[src/hw/rtl/cd_msf_time_add_sub_top_defines.svh]
// cd_msf_time_add_sub_top_defines.svh: assertion macros for the msf time arithmetic rtl
// no dependencies; SYNTH empties the macros for synthesis
`ifndef CD_MSF_TIME_ADD_SUB_TOP_DEFINES_SVH
`define CD_MSF_TIME_ADD_SUB_TOP_DEFINES_SVH

`ifndef SYNTH
`define CD_MSF_ASSERT_NOW(lbl, clk, rst_n, ante, cons) \
    lbl: assert property (@(posedge clk) disable iff (!rst_n) (ante) |-> (cons)) \
        else $error("cd_msf assertion failed");
`define CD_MSF_ASSERT_NEXT(lbl, clk, rst_n, ante, cons) \
    lbl: assert property (@(posedge clk) disable iff (!rst_n) (ante) |=> (cons)) \
        else $error("cd_msf assertion failed");
`else
`define CD_MSF_ASSERT_NOW(lbl, clk, rst_n, ante, cons)
`define CD_MSF_ASSERT_NEXT(lbl, clk, rst_n, ante, cons)
`endif

`endif

[src/hw/rtl/cd_msf_pkg.sv]
// cd_msf_pkg: field widths, op codes, disc timing constants, reciprocals and stage types
// used by every module of the msf time arithmetic block; no dependencies
package cd_msf_pkg;

    localparam int OP_W  = 2;
    localparam int MIN_W = 8;
    localparam int SEC_W = 6;
    localparam int FRM_W = 7;
    localparam int SMP_W = 10;
    localparam int CNT_W = 28;

    localparam logic [OP_W-1:0] OP_ADD_POS = 2'd0;
    localparam logic [OP_W-1:0] OP_SUB_POS = 2'd1;
    localparam logic [OP_W-1:0] OP_ADD_CNT = 2'd2;
    localparam logic [OP_W-1:0] OP_SUB_CNT = 2'd3;

    localparam longint unsigned SAMPLES_PER_FRAME  = 64'd588;
    localparam longint unsigned FRAMES_PER_SECOND  = 64'd75;
    localparam longint unsigned SECONDS_PER_MINUTE = 64'd60;
    localparam longint unsigned MINUTE_MODULUS     = 64'd256;
    localparam longint unsigned SAMPLES_PER_SECOND = SAMPLES_PER_FRAME * FRAMES_PER_SECOND;
    localparam longint unsigned SAMPLES_PER_MINUTE = SAMPLES_PER_SECOND * SECONDS_PER_MINUTE;
    localparam longint unsigned PERIOD             = SAMPLES_PER_MINUTE * MINUTE_MODULUS;

    // largest linear value that any field pattern can give
    localparam longint unsigned LIN_MAX =
        (64'd1 << MIN_W) - 1 * SAMPLES_PER_MINUTE * 0 - 1 == 0 ? 64'd0 :
        ((64'd1 << MIN_W) - 64'd1) * SAMPLES_PER_MINUTE
        + ((64'd1 << SEC_W) - 64'd1) * SAMPLES_PER_SECOND
        + ((64'd1 << FRM_W) - 64'd1) * SAMPLES_PER_FRAME
        + ((64'd1 << SMP_W) - 64'd1);
    localparam int LIN_W = $clog2(LIN_MAX + 64'd1);
    // signed sum or difference of two linear values
    localparam int SUM_W = LIN_W + 2;

    // 2^64 mod period: a negative 64-bit difference folds back by this
    localparam longint unsigned WRAP_OFS = ((64'hFFFF_FFFF_FFFF_FFFF % PERIOD) + 64'd1) % PERIOD;

    // reciprocal divisions, exact for every numerator of the given width
    localparam int              QDIV_SH     = 2;
    localparam longint unsigned QUARTER_FRM = SAMPLES_PER_FRAME >> QDIV_SH;
    localparam longint unsigned QUARTER_SEC = SAMPLES_PER_SECOND >> QDIV_SH;
    localparam int              MDIV_SH     = 4;
    localparam longint unsigned SIXTEENTH_MIN = SAMPLES_PER_MINUTE >> MDIV_SH;

    localparam int CNT_NUM_W = CNT_W - QDIV_SH;
    localparam int RCP_CNT_SH = CNT_NUM_W + $clog2(QUARTER_FRM);
    localparam longint unsigned RCP_CNT = ((64'd1 << RCP_CNT_SH) + QUARTER_FRM - 64'd1)
                                          / QUARTER_FRM;
    localparam int RCP_CNT_W = $clog2(RCP_CNT + 64'd1);
    localparam int CNT_PROD_W = CNT_NUM_W + RCP_CNT_W;
    localparam int CNT_Q_W = $clog2(((64'd1 << CNT_W) / SAMPLES_PER_FRAME) + 64'd1);

    localparam int MIN_NUM_W = LIN_W - MDIV_SH;
    localparam int RCP_MIN_SH = MIN_NUM_W + $clog2(SIXTEENTH_MIN);
    localparam longint unsigned RCP_MIN = ((64'd1 << RCP_MIN_SH) + SIXTEENTH_MIN - 64'd1)
                                          / SIXTEENTH_MIN;
    localparam int MIN_PROD_W = MIN_NUM_W + $clog2(RCP_MIN + 64'd1);

    localparam int QNUM_W = LIN_W - QDIV_SH;
    localparam int RCP_SEC_SH = QNUM_W + $clog2(QUARTER_SEC);
    localparam longint unsigned RCP_SEC = ((64'd1 << RCP_SEC_SH) + QUARTER_SEC - 64'd1)
                                          / QUARTER_SEC;
    localparam int SEC_PROD_W = QNUM_W + $clog2(RCP_SEC + 64'd1);
    localparam int RCP_FRM_SH = QNUM_W + $clog2(QUARTER_FRM);
    localparam longint unsigned RCP_FRM = ((64'd1 << RCP_FRM_SH) + QUARTER_FRM - 64'd1)
                                          / QUARTER_FRM;
    localparam int FRM_PROD_W = QNUM_W + $clog2(RCP_FRM + 64'd1);

    // whole seconds and whole frames within one period
    localparam int TOTSEC_W = $clog2(MINUTE_MODULUS * SECONDS_PER_MINUTE);
    localparam int TOTFRM_W = $clog2(MINUTE_MODULUS * SECONDS_PER_MINUTE * FRAMES_PER_SECOND);

    typedef struct packed {
        logic [OP_W-1:0]  op;
        logic             frame_only;
        logic [MIN_W-1:0] a_minute;
        logic [SEC_W-1:0] a_second;
        logic [FRM_W-1:0] a_frame;
        logic [SMP_W-1:0] a_sample;
        logic [MIN_W-1:0] b_minute;
        logic [SEC_W-1:0] b_second;
        logic [FRM_W-1:0] b_frame;
        logic [SMP_W-1:0] b_sample;
        logic [CNT_W-1:0] sample_count;
    } in_t;

    typedef struct packed {
        logic             sub;
        logic [LIN_W-1:0] left;
        logic [LIN_W-1:0] right;
    } lin_t;

    typedef struct packed {
        logic             wrap;
        logic [LIN_W-1:0] r;
    } red_t;

    typedef struct packed {
        logic [MIN_W-1:0] minute;
        logic [SEC_W-1:0] second;
        logic [FRM_W-1:0] frame;
        logic [SMP_W-1:0] sample;
        logic             wrap;
    } res_t;

endpackage

[src/hw/rtl/cd_msf_lin.sv]
// cd_msf_lin: turns both operands into linear sample counts over two register stages
// depends on cd_msf_pkg
module cd_msf_lin (
    input  logic             clk,
    input  logic             rst_n,
    input  logic             in_valid,
    output logic             in_ready,
    input  cd_msf_pkg::in_t  in_data,
    output logic             out_valid,
    input  logic             out_ready,
    output cd_msf_pkg::lin_t out_data
);
    import cd_msf_pkg::*;

    logic en1;
    logic en2;
    logic v1_reg;
    logic v2_reg;

    logic             sub_next;
    logic             sub_reg;
    logic             use_cnt_next;
    logic             use_cnt_reg;
    logic             fonly_reg;
    logic [LIN_W-1:0] a_min_p_next;
    logic [LIN_W-1:0] a_sec_p_next;
    logic [LIN_W-1:0] a_frm_p_next;
    logic [LIN_W-1:0] a_smp_next;
    logic [LIN_W-1:0] b_min_p_next;
    logic [LIN_W-1:0] b_sec_p_next;
    logic [LIN_W-1:0] b_frm_p_next;
    logic [LIN_W-1:0] b_smp_next;
    logic [LIN_W-1:0] a_min_p_reg;
    logic [LIN_W-1:0] a_sec_p_reg;
    logic [LIN_W-1:0] a_frm_p_reg;
    logic [LIN_W-1:0] a_smp_reg;
    logic [LIN_W-1:0] b_min_p_reg;
    logic [LIN_W-1:0] b_sec_p_reg;
    logic [LIN_W-1:0] b_frm_p_reg;
    logic [LIN_W-1:0] b_smp_reg;
    logic [CNT_PROD_W-1:0] cnt_prod;
    logic [CNT_Q_W-1:0]    cnt_q_next;
    logic [CNT_Q_W-1:0]    cnt_q_reg;
    logic [CNT_W-1:0]      cnt_reg;

    logic [LIN_W-1:0] pos_right;
    logic [LIN_W-1:0] cnt_trunc;
    logic [LIN_W-1:0] cnt_right;
    lin_t             lin_next;
    lin_t             lin_reg;

    assign en2       = !v2_reg || out_ready;
    assign en1       = !v1_reg || en2;
    assign in_ready  = en1;
    assign out_valid = v2_reg;
    assign out_data  = lin_reg;

    always_comb
    begin
        unique case (in_data.op)
            OP_ADD_POS:
            begin
                sub_next     = 1'b0;
                use_cnt_next = 1'b0;
            end
            OP_SUB_POS:
            begin
                sub_next     = 1'b1;
                use_cnt_next = 1'b0;
            end
            OP_ADD_CNT:
            begin
                sub_next     = 1'b0;
                use_cnt_next = 1'b1;
            end
            OP_SUB_CNT:
            begin
                sub_next     = 1'b1;
                use_cnt_next = 1'b1;
            end
        endcase
    end

    always_comb
    begin
        a_min_p_next = LIN_W'(in_data.a_minute) * LIN_W'(SAMPLES_PER_MINUTE);
        a_sec_p_next = LIN_W'(in_data.a_second) * LIN_W'(SAMPLES_PER_SECOND);
        a_frm_p_next = LIN_W'(in_data.a_frame) * LIN_W'(SAMPLES_PER_FRAME);
        a_smp_next   = in_data.frame_only ? '0 : LIN_W'(in_data.a_sample);
        b_min_p_next = LIN_W'(in_data.b_minute) * LIN_W'(SAMPLES_PER_MINUTE);
        b_sec_p_next = LIN_W'(in_data.b_second) * LIN_W'(SAMPLES_PER_SECOND);
        b_frm_p_next = LIN_W'(in_data.b_frame) * LIN_W'(SAMPLES_PER_FRAME);
        b_smp_next   = in_data.frame_only ? '0 : LIN_W'(in_data.b_sample);
        // whole frames in the count: quarter count times reciprocal of 147
        cnt_prod     = CNT_PROD_W'(in_data.sample_count[CNT_W-1:QDIV_SH])
                       * CNT_PROD_W'(RCP_CNT);
        cnt_q_next   = cnt_prod[RCP_CNT_SH +: CNT_Q_W];
    end

    always_comb
    begin
        pos_right = b_min_p_reg + b_sec_p_reg + b_frm_p_reg + b_smp_reg;
        cnt_trunc = LIN_W'(cnt_q_reg) * LIN_W'(SAMPLES_PER_FRAME);
        cnt_right = fonly_reg ? cnt_trunc : LIN_W'(cnt_reg);
        lin_next.sub   = sub_reg;
        lin_next.left  = a_min_p_reg + a_sec_p_reg + a_frm_p_reg + a_smp_reg;
        lin_next.right = use_cnt_reg ? cnt_right : pos_right;
    end

    always_ff @(posedge clk or negedge rst_n)
    begin
        if (!rst_n)
        begin
            v1_reg <= 1'b0;
            v2_reg <= 1'b0;
        end
        else
        begin
            if (en1)
                v1_reg <= in_valid;
            if (en2)
                v2_reg <= v1_reg;
        end
    end

    always_ff @(posedge clk)
    begin
        if (en1)
        begin
            sub_reg     <= sub_next;
            use_cnt_reg <= use_cnt_next;
            fonly_reg   <= in_data.frame_only;
            a_min_p_reg <= a_min_p_next;
            a_sec_p_reg <= a_sec_p_next;
            a_frm_p_reg <= a_frm_p_next;
            a_smp_reg   <= a_smp_next;
            b_min_p_reg <= b_min_p_next;
            b_sec_p_reg <= b_sec_p_next;
            b_frm_p_reg <= b_frm_p_next;
            b_smp_reg   <= b_smp_next;
            cnt_q_reg   <= cnt_q_next;
            cnt_reg     <= in_data.sample_count;
        end
        if (en2)
            lin_reg <= lin_next;
    end

endmodule

[src/hw/rtl/cd_msf_red.sv]
// cd_msf_red: adds or subtracts the linear operands and folds the result into one period
// depends on cd_msf_pkg and cd_msf_time_add_sub_top_defines.svh
`include "cd_msf_time_add_sub_top_defines.svh"

module cd_msf_red (
    input  logic             clk,
    input  logic             rst_n,
    input  logic             in_valid,
    output logic             in_ready,
    input  cd_msf_pkg::lin_t in_data,
    output logic             out_valid,
    input  logic             out_ready,
    output cd_msf_pkg::red_t out_data
);
    import cd_msf_pkg::*;

    logic en1;
    logic en2;
    logic v1_reg;
    logic v2_reg;

    logic [SUM_W-1:0] s_next;
    logic [SUM_W-1:0] s_reg;
    logic [SUM_W-1:0] c_m2p;
    logic [SUM_W-1:0] c_m1p;
    logic [SUM_W-1:0] c_p1p;
    logic [SUM_W-1:0] c_ofs1;
    logic [SUM_W-1:0] c_ofs2;
    red_t             red_next;
    red_t             red_reg;
    logic [LIN_W-1:0] s_low;
    logic             keep_in;
    logic             neg_chk;

    assign en2       = !v2_reg || out_ready;
    assign en1       = !v1_reg || en2;
    assign in_ready  = en1;
    assign out_valid = v2_reg;
    assign out_data  = red_reg;

    assign s_next = in_data.sub ? SUM_W'(in_data.left) - SUM_W'(in_data.right)
                                : SUM_W'(in_data.left) + SUM_W'(in_data.right);

    // candidates in two's complement, the msb is the sign
    always_comb
    begin
        c_m2p  = s_reg - SUM_W'(2 * PERIOD);
        c_m1p  = s_reg - SUM_W'(PERIOD);
        c_p1p  = s_reg + SUM_W'(PERIOD);
        c_ofs1 = s_reg + SUM_W'(PERIOD + WRAP_OFS);
        c_ofs2 = s_reg + SUM_W'(2 * PERIOD + WRAP_OFS);
        if (!c_m2p[SUM_W-1])
        begin
            red_next.r    = LIN_W'(c_m2p);
            red_next.wrap = 1'b1;
        end
        else if (!c_m1p[SUM_W-1])
        begin
            red_next.r    = LIN_W'(c_m1p);
            red_next.wrap = 1'b1;
        end
        else if (!s_reg[SUM_W-1])
        begin
            red_next.r    = LIN_W'(s_reg);
            red_next.wrap = 1'b0;
        end
        else if (!c_p1p[SUM_W-1])
        begin
            red_next.r    = LIN_W'(c_p1p);
            red_next.wrap = 1'b1;
        end
        // borrow of more than a period: folded as a 64-bit wrap would be
        else if (!c_ofs1[SUM_W-1])
        begin
            red_next.r    = LIN_W'(c_ofs1);
            red_next.wrap = 1'b1;
        end
        else
        begin
            red_next.r    = LIN_W'(c_ofs2);
            red_next.wrap = 1'b1;
        end
    end

    always_ff @(posedge clk or negedge rst_n)
    begin
        if (!rst_n)
        begin
            v1_reg <= 1'b0;
            v2_reg <= 1'b0;
        end
        else
        begin
            if (en1)
                v1_reg <= in_valid;
            if (en2)
                v2_reg <= v1_reg;
        end
    end

    always_ff @(posedge clk)
    begin
        if (en1)
            s_reg <= s_next;
        if (en2)
            red_reg <= red_next;
    end

    // a sum already inside one period passes unchanged; a negative one always wraps
    assign s_low   = LIN_W'(s_reg);
    assign keep_in = v1_reg && !s_reg[SUM_W-1] && (s_reg < SUM_W'(PERIOD));
    assign neg_chk = en2 && v1_reg && s_reg[SUM_W-1];

    `CD_MSF_ASSERT_NOW(a_red_in_period, clk, rst_n, out_valid, out_data.r < LIN_W'(PERIOD))
    `CD_MSF_ASSERT_NOW(a_red_no_fold, clk, rst_n, keep_in, !red_next.wrap && red_next.r == s_low)
    `CD_MSF_ASSERT_NEXT(a_red_neg_wraps, clk, rst_n, neg_chk, red_reg.wrap)

endmodule

[src/hw/rtl/cd_msf_split.sv]
// cd_msf_split: splits a linear position into minute, second, frame and sample digits
// depends on cd_msf_pkg and cd_msf_time_add_sub_top_defines.svh
`include "cd_msf_time_add_sub_top_defines.svh"

module cd_msf_split (
    input  logic             clk,
    input  logic             rst_n,
    input  logic             in_valid,
    output logic             in_ready,
    input  cd_msf_pkg::red_t in_data,
    output logic             out_valid,
    input  logic             out_ready,
    output cd_msf_pkg::res_t out_data
);
    import cd_msf_pkg::*;

    logic en1;
    logic en2;
    logic v1_reg;
    logic v2_reg;

    logic [MIN_PROD_W-1:0] min_prod;
    logic [SEC_PROD_W-1:0] sec_prod;
    logic [FRM_PROD_W-1:0] frm_prod;
    logic [MIN_W-1:0]      minute_reg;
    logic [TOTSEC_W-1:0]   totsec_reg;
    logic [TOTFRM_W-1:0]   totfrm_reg;
    logic [LIN_W-1:0]      r_reg;
    logic                  wrap_reg;
    res_t                  res_next;
    res_t                  res_reg;
    logic                  sec_ok;
    logic                  frm_ok;
    logic                  smp_ok;

    assign en2       = !v2_reg || out_ready;
    assign en1       = !v1_reg || en2;
    assign in_ready  = en1;
    assign out_valid = v2_reg;
    assign out_data  = res_reg;

    // whole minutes, whole seconds and whole frames, all from the same value
    always_comb
    begin
        min_prod = MIN_PROD_W'(in_data.r[LIN_W-1:MDIV_SH]) * MIN_PROD_W'(RCP_MIN);
        sec_prod = SEC_PROD_W'(in_data.r[LIN_W-1:QDIV_SH]) * SEC_PROD_W'(RCP_SEC);
        frm_prod = FRM_PROD_W'(in_data.r[LIN_W-1:QDIV_SH]) * FRM_PROD_W'(RCP_FRM);
    end

    // remainders only need the low bits of each difference
    always_comb
    begin
        res_next.minute = minute_reg;
        res_next.second = SEC_W'(totsec_reg
                                 - TOTSEC_W'(minute_reg) * TOTSEC_W'(SECONDS_PER_MINUTE));
        res_next.frame  = FRM_W'(totfrm_reg
                                 - TOTFRM_W'(totsec_reg) * TOTFRM_W'(FRAMES_PER_SECOND));
        res_next.sample = SMP_W'(r_reg - LIN_W'(totfrm_reg) * LIN_W'(SAMPLES_PER_FRAME));
        res_next.wrap   = wrap_reg;
    end

    always_ff @(posedge clk or negedge rst_n)
    begin
        if (!rst_n)
        begin
            v1_reg <= 1'b0;
            v2_reg <= 1'b0;
        end
        else
        begin
            if (en1)
                v1_reg <= in_valid;
            if (en2)
                v2_reg <= v1_reg;
        end
    end

    always_ff @(posedge clk)
    begin
        if (en1)
        begin
            minute_reg <= min_prod[RCP_MIN_SH +: MIN_W];
            totsec_reg <= sec_prod[RCP_SEC_SH +: TOTSEC_W];
            totfrm_reg <= frm_prod[RCP_FRM_SH +: TOTFRM_W];
            r_reg      <= in_data.r;
            wrap_reg   <= in_data.wrap;
        end
        if (en2)
            res_reg <= res_next;
    end

    assign sec_ok = out_data.second < SEC_W'(SECONDS_PER_MINUTE);
    assign frm_ok = out_data.frame < FRM_W'(FRAMES_PER_SECOND);
    assign smp_ok = out_data.sample < SMP_W'(SAMPLES_PER_FRAME);

    `CD_MSF_ASSERT_NOW(a_split_second, clk, rst_n, out_valid, sec_ok)
    `CD_MSF_ASSERT_NOW(a_split_frame, clk, rst_n, out_valid, frm_ok)
    `CD_MSF_ASSERT_NOW(a_split_sample, clk, rst_n, out_valid, smp_ok)

endmodule

[src/hw/rtl/cd_msf_time_add_sub_top.sv]
// cd_msf_time_add_sub_top: msf disc position add and subtract, six-stage pipeline
// depends on cd_msf_pkg, cd_msf_lin, cd_msf_red and cd_msf_split
//
//  port     dir  tdata                                     tuser
//  s_axis   in   a position, b position, sample_count      op, frame_only
//  m_axis   out  res minute, second, frame, sample         wrapped
//
// one transaction per cycle sustained while m_axis_tready is high; two register stages
// in each of linearise, add and fold, and digit split
// rst_n clears the valid bits only; nothing needs clearing, so input is taken at once
// a stage loads whenever it is empty or its successor moves, so m_axis_tready low
// fills the bubbles first and then stops s_axis_tready
module cd_msf_time_add_sub_top (
    input  logic        clk,
    input  logic        rst_n,
    input  logic        s_axis_tvalid,
    output logic        s_axis_tready,
    // a_minute, a_second, a_frame, a_sample, b_minute, b_second, b_frame,
    // b_sample, sample_count, zero pad
    input  logic [95:0] s_axis_tdata,
    // op, frame_only
    input  logic [2:0]  s_axis_tuser,
    output logic        m_axis_tvalid,
    input  logic        m_axis_tready,
    // res_minute, res_second, res_frame, res_sample, zero pad
    output logic [31:0] m_axis_tdata,
    // wrapped
    output logic [0:0]  m_axis_tuser
);
    import cd_msf_pkg::*;

    in_t  in_data;
    lin_t lin_data;
    red_t red_data;
    res_t res_data;
    logic lin_valid;
    logic lin_ready;
    logic red_valid;
    logic red_ready;

    always_comb
    begin
        in_data.op           = s_axis_tuser[1:0];
        in_data.frame_only   = s_axis_tuser[2];
        in_data.a_minute     = s_axis_tdata[7:0];
        in_data.a_second     = s_axis_tdata[13:8];
        in_data.a_frame      = s_axis_tdata[20:14];
        in_data.a_sample     = s_axis_tdata[30:21];
        in_data.b_minute     = s_axis_tdata[38:31];
        in_data.b_second     = s_axis_tdata[44:39];
        in_data.b_frame      = s_axis_tdata[51:45];
        in_data.b_sample     = s_axis_tdata[61:52];
        in_data.sample_count = s_axis_tdata[89:62];
    end

    cd_msf_lin u_lin (
        .clk       (clk),
        .rst_n     (rst_n),
        .in_valid  (s_axis_tvalid),
        .in_ready  (s_axis_tready),
        .in_data   (in_data),
        .out_valid (lin_valid),
        .out_ready (lin_ready),
        .out_data  (lin_data)
    );

    cd_msf_red u_red (
        .clk       (clk),
        .rst_n     (rst_n),
        .in_valid  (lin_valid),
        .in_ready  (lin_ready),
        .in_data   (lin_data),
        .out_valid (red_valid),
        .out_ready (red_ready),
        .out_data  (red_data)
    );

    cd_msf_split u_split (
        .clk       (clk),
        .rst_n     (rst_n),
        .in_valid  (red_valid),
        .in_ready  (red_ready),
        .in_data   (red_data),
        .out_valid (m_axis_tvalid),
        .out_ready (m_axis_tready),
        .out_data  (res_data)
    );

    assign m_axis_tdata = {1'b0, res_data.sample, res_data.frame, res_data.second,
                           res_data.minute};
    assign m_axis_tuser = res_data.wrap;

endmodule

[config.mk]
export PLATFORM = sky130hd
export DESIGN_NAME = cd_msf_time_add_sub_top
export DESIGN_NICKNAME = d
export VERILOG_FILES = /design/src/hw/rtl/cd_msf_pkg.sv /design/src/hw/rtl/cd_msf_lin.sv /design/src/hw/rtl/cd_msf_red.sv /design/src/hw/rtl/cd_msf_split.sv /design/src/hw/rtl/cd_msf_time_add_sub_top.sv
export VERILOG_INCLUDE_DIRS = /design/src /design/src/hw/rtl
export SDC_FILE = /design/constraint.sdc
export NUM_CORES = 2
export LEC_CHECK = 0
export BUFFER_PORTS_ARGS = -buffer_cell sky130_fd_sc_hd__buf_4
export CORE_UTILIZATION = 35
export DETAILED_ROUTE_END_ITERATION = 12
export GPL_TIMING_DRIVEN = 1
export PLACE_DENSITY_LB_ADDON = 0.3
export SYNTH_ARGS = -nofsm -noshare
export SYNTH_HDL_FRONTEND = slang
export SYNTH_HIERARCHICAL = 1
export SYNTH_SLANG_ARGS = --single-unit
[constraint.sdc]
create_clock -name clk -period 12.4 [get_ports clk]
set_input_delay 1.24 -clock clk [delete_from_list [all_inputs] [get_ports clk]]
set_output_delay 1.24 -clock clk [all_outputs]
set_load 0.02 [all_outputs]
==> qor.csv <==
metric,value,unit
detail-route-antenna-nets,0,
yosys_warnings,6,
start_util,35.2,%
grt_usage,20.0,%
multi_input_area,0.0572,mm2
fill_cells,21784,
synth.top_cell.area_share,34.1,%
worstPathMaxFanout,15,
die-height,472,um
syn_area,0.0774,mm2
syn_inst,7447,
drive_gt1_share,4.48,%
rsz0062_at_grt,no,
clk_pin_slew,0.06,ns
reg2reg_slack,3.88,ns
antenna_found_initial,7,
synth.avg_cell_area,10.4,um2
clock_latency,0.68,ns
nets,10431,
synth_area_leader_cell,fa_1,
path_class,register to register,
clock_path_buffers,3,
first_global_vias,56229,
wl_per_cell,20.6,um
syn2layout_area_growth,8.16,%
reg2regPathDepth,23,
vias,51642,
num_rows,172,
layout_commonest_cell,inv_1,
cts_resized,0,
critPathRequiredTime,12.76,ns
core-area,0.220,mm2
ys_ff_latch,388,
die-area,0.223,mm2
synth-simple-area-share,5.19,%
grt_pass1_wl,338000,um
clock-sinks,388,
slew_headroom,20.9,%
final_cell_mix,"2207 x inv_1, 1407 x ha_1, 1319 x fa_1, 382 x edfxtp_1, 271 x a21oi_1",
synth_area_leaders,"fa_1 34%, ha_1 23%, edfxtp_1 15%, inv_1 11%, xnor2_1 2.3%",
reg2reg_from,u_red/out_data[19],
crit_path_start,u_red/out_data[19],
max_freq,0.117,GHz
firstDrtPassIters,5,
synth-edff-count,382,
cts_tree,yes,
r2r-end,u_split/totfrm_reg[7],
grt_max_degree,141,
synthMuxAreaShare,0.465,%
maxSlewViolCount,0,
io_buffer_count,130,
grt_overflow,0,
cts_root_buf,clkbuf_16,
final-seq-area,0.0116,mm2
fin_crit_sh,68.7,%
hold_buffers,0,
fin_setup_tns,0,ns
io_pins,138,
finalClockSkew,0.0633,ns
hold_viol,0,
seq_area_frac_synth,15.0,%
startpoint_type,register,
synth_nets,10276,
async_flop_share,1.55,%
synth_compound_area_share,8.07,%
die_w,472,um
synth_cell_type_count,105,
status,finished clean,
yosys.area_share.adder,56.8,%
synth_top_family_by_area,adder cells,
hold_class,input port to asynchronous set/reset pin,
largest_reg_flops,61,
hpwl,185000,um
viasPerCell,4.87,
setup_violations,0,
numCtsBuffers,48,
critPathCaptureType,register,
synthFlopType,edfxtp_1,
fin_crit,8.52,ns
drv_cap,0,
drtIter0Drc,3204,
synthXorXnorAreaFrac,3.28,%
n_antenna_cell,0,
htree_levels,2,
worstPathArrival,8.88,ns
postCtsSetupBuffers,0,
drc,0,
worst_pin_slew,1.19,ns
place.gp.congestion,0.982,
totalWireLength,218000,um
-- stage by stage --
stage	hold WS, ns	instances	utilization (%)	instance area (um2)	setup WS [ns]
global placement	0.402	10510	37.4	82200	3.62
floorplan	0.400	7447	-	77400	2.29
detailed placement	0.405	10510	37.4	82200	3.64
finish	0.389	10600	38.1	83700	3.88
global route	0.359	10600	38.1	83700	3.63
CTS	0.342	10600	38.1	83700	3.88
-- worst max-delay path by stage --
| stage | depth (start not counted) | end | slack (ns) |
|---|---|---|---|
| 6_report | 23 | u_split/totfrm_reg[7] | 3.88 |
| 5_1_grt | 23 | u_split/totfrm_reg[7] | 3.63 |
| 4_1_cts | 23 | u_split/totfrm_reg[7] | 3.88 |
| 3_5_place_dp | 23 | u_lin/cnt_q_reg[18] | 3.64 |
| 3_3_place_gp | 23 | u_lin/cnt_q_reg[18] | 3.62 |
| 2_1_floorplan | 3 | u_lin/a_frm_p_reg[10] | 2.29 |
-- cell families (layout without fill, tap and decap cells) --
family          Yosys count  count (layout)
other cells               1               1
xor+xnor                287             287
buf+inv                2286            2481
flops                   388             388
simple gates            788             788
mux                      35              35
fa+ha+maj              2726            2726
compound gates          936             936
-- layer usage --
layer / GRT usage (%) / routed length [um] / vias up
met5: 0 / 55 / -
met4: 6.87 / 8520 / 8
met3: 3.69 / 13000 / 391
met2: 34.0 / 105000 / 1376
met1: 25.5 / 92200 / 25832
li1: - / - / 24035
-- worst max-delay path, cell delays in order, from the launching register on --
cell	delay (ns)
edfxtp_1	0.32
buf_4	0.39
inv_1	0.29
ha_1	0.81
inv_1	0.37
fa_1	0.57
inv_1	0.05
fa_1	0.47
fa_1	0.56
inv_1	0.06
fa_1	0.53
inv_1	0.05
fa_1	0.48
inv_1	0.05
fa_1	0.45
ha_1	0.32
nand4_1	0.20
nor4_1	0.41
o311ai_0	0.20
a21oi_1	0.84
o211ai_1	0.26
a31oi_1	0.26
a21oi_1	0.12
xnor2_1	0.14
-- Yosys cell counts (40+ instances only) --
| library cell | number |
|---|---|
| o21bai_1 | 40 |
| ha_1 | 1407 |
| a21oi_1 | 271 |
| xor2_1 | 80 |
| nand3_1 | 72 |
| nor3_1 | 53 |
| edfxtp_1 | 382 |
| clkbuf_1 | 45 |
| nor2b_1 | 54 |
| a21o_1 | 117 |
| fa_1 | 1319 |
| inv_1 | 2207 |
| nand2b_1 | 49 |
| xnor2_1 | 205 |
| nand2_1 | 177 |
| o21ai_0 | 141 |
| nor2_1 | 201 |
-- layout make-up --
| cell class | count | share of cell area, % |
|---|---|---|
| Multi-Input combinational cell | 4773 | 68.3 |
| Sequential cell | 388 | 13.9 |
| Inverter | 2209 | 9.90 |
| Tap cell | 2958 | 4.42 |
| Timing Repair Buffer | 182 | 1.65 |
| Clock buffer | 50 | 1.44 |
| Clock inverter | 40 | 0.429 |
Power is not shown: default switching activity piles up to over one toggle a cycle in this logic, so the estimate is an artifact.
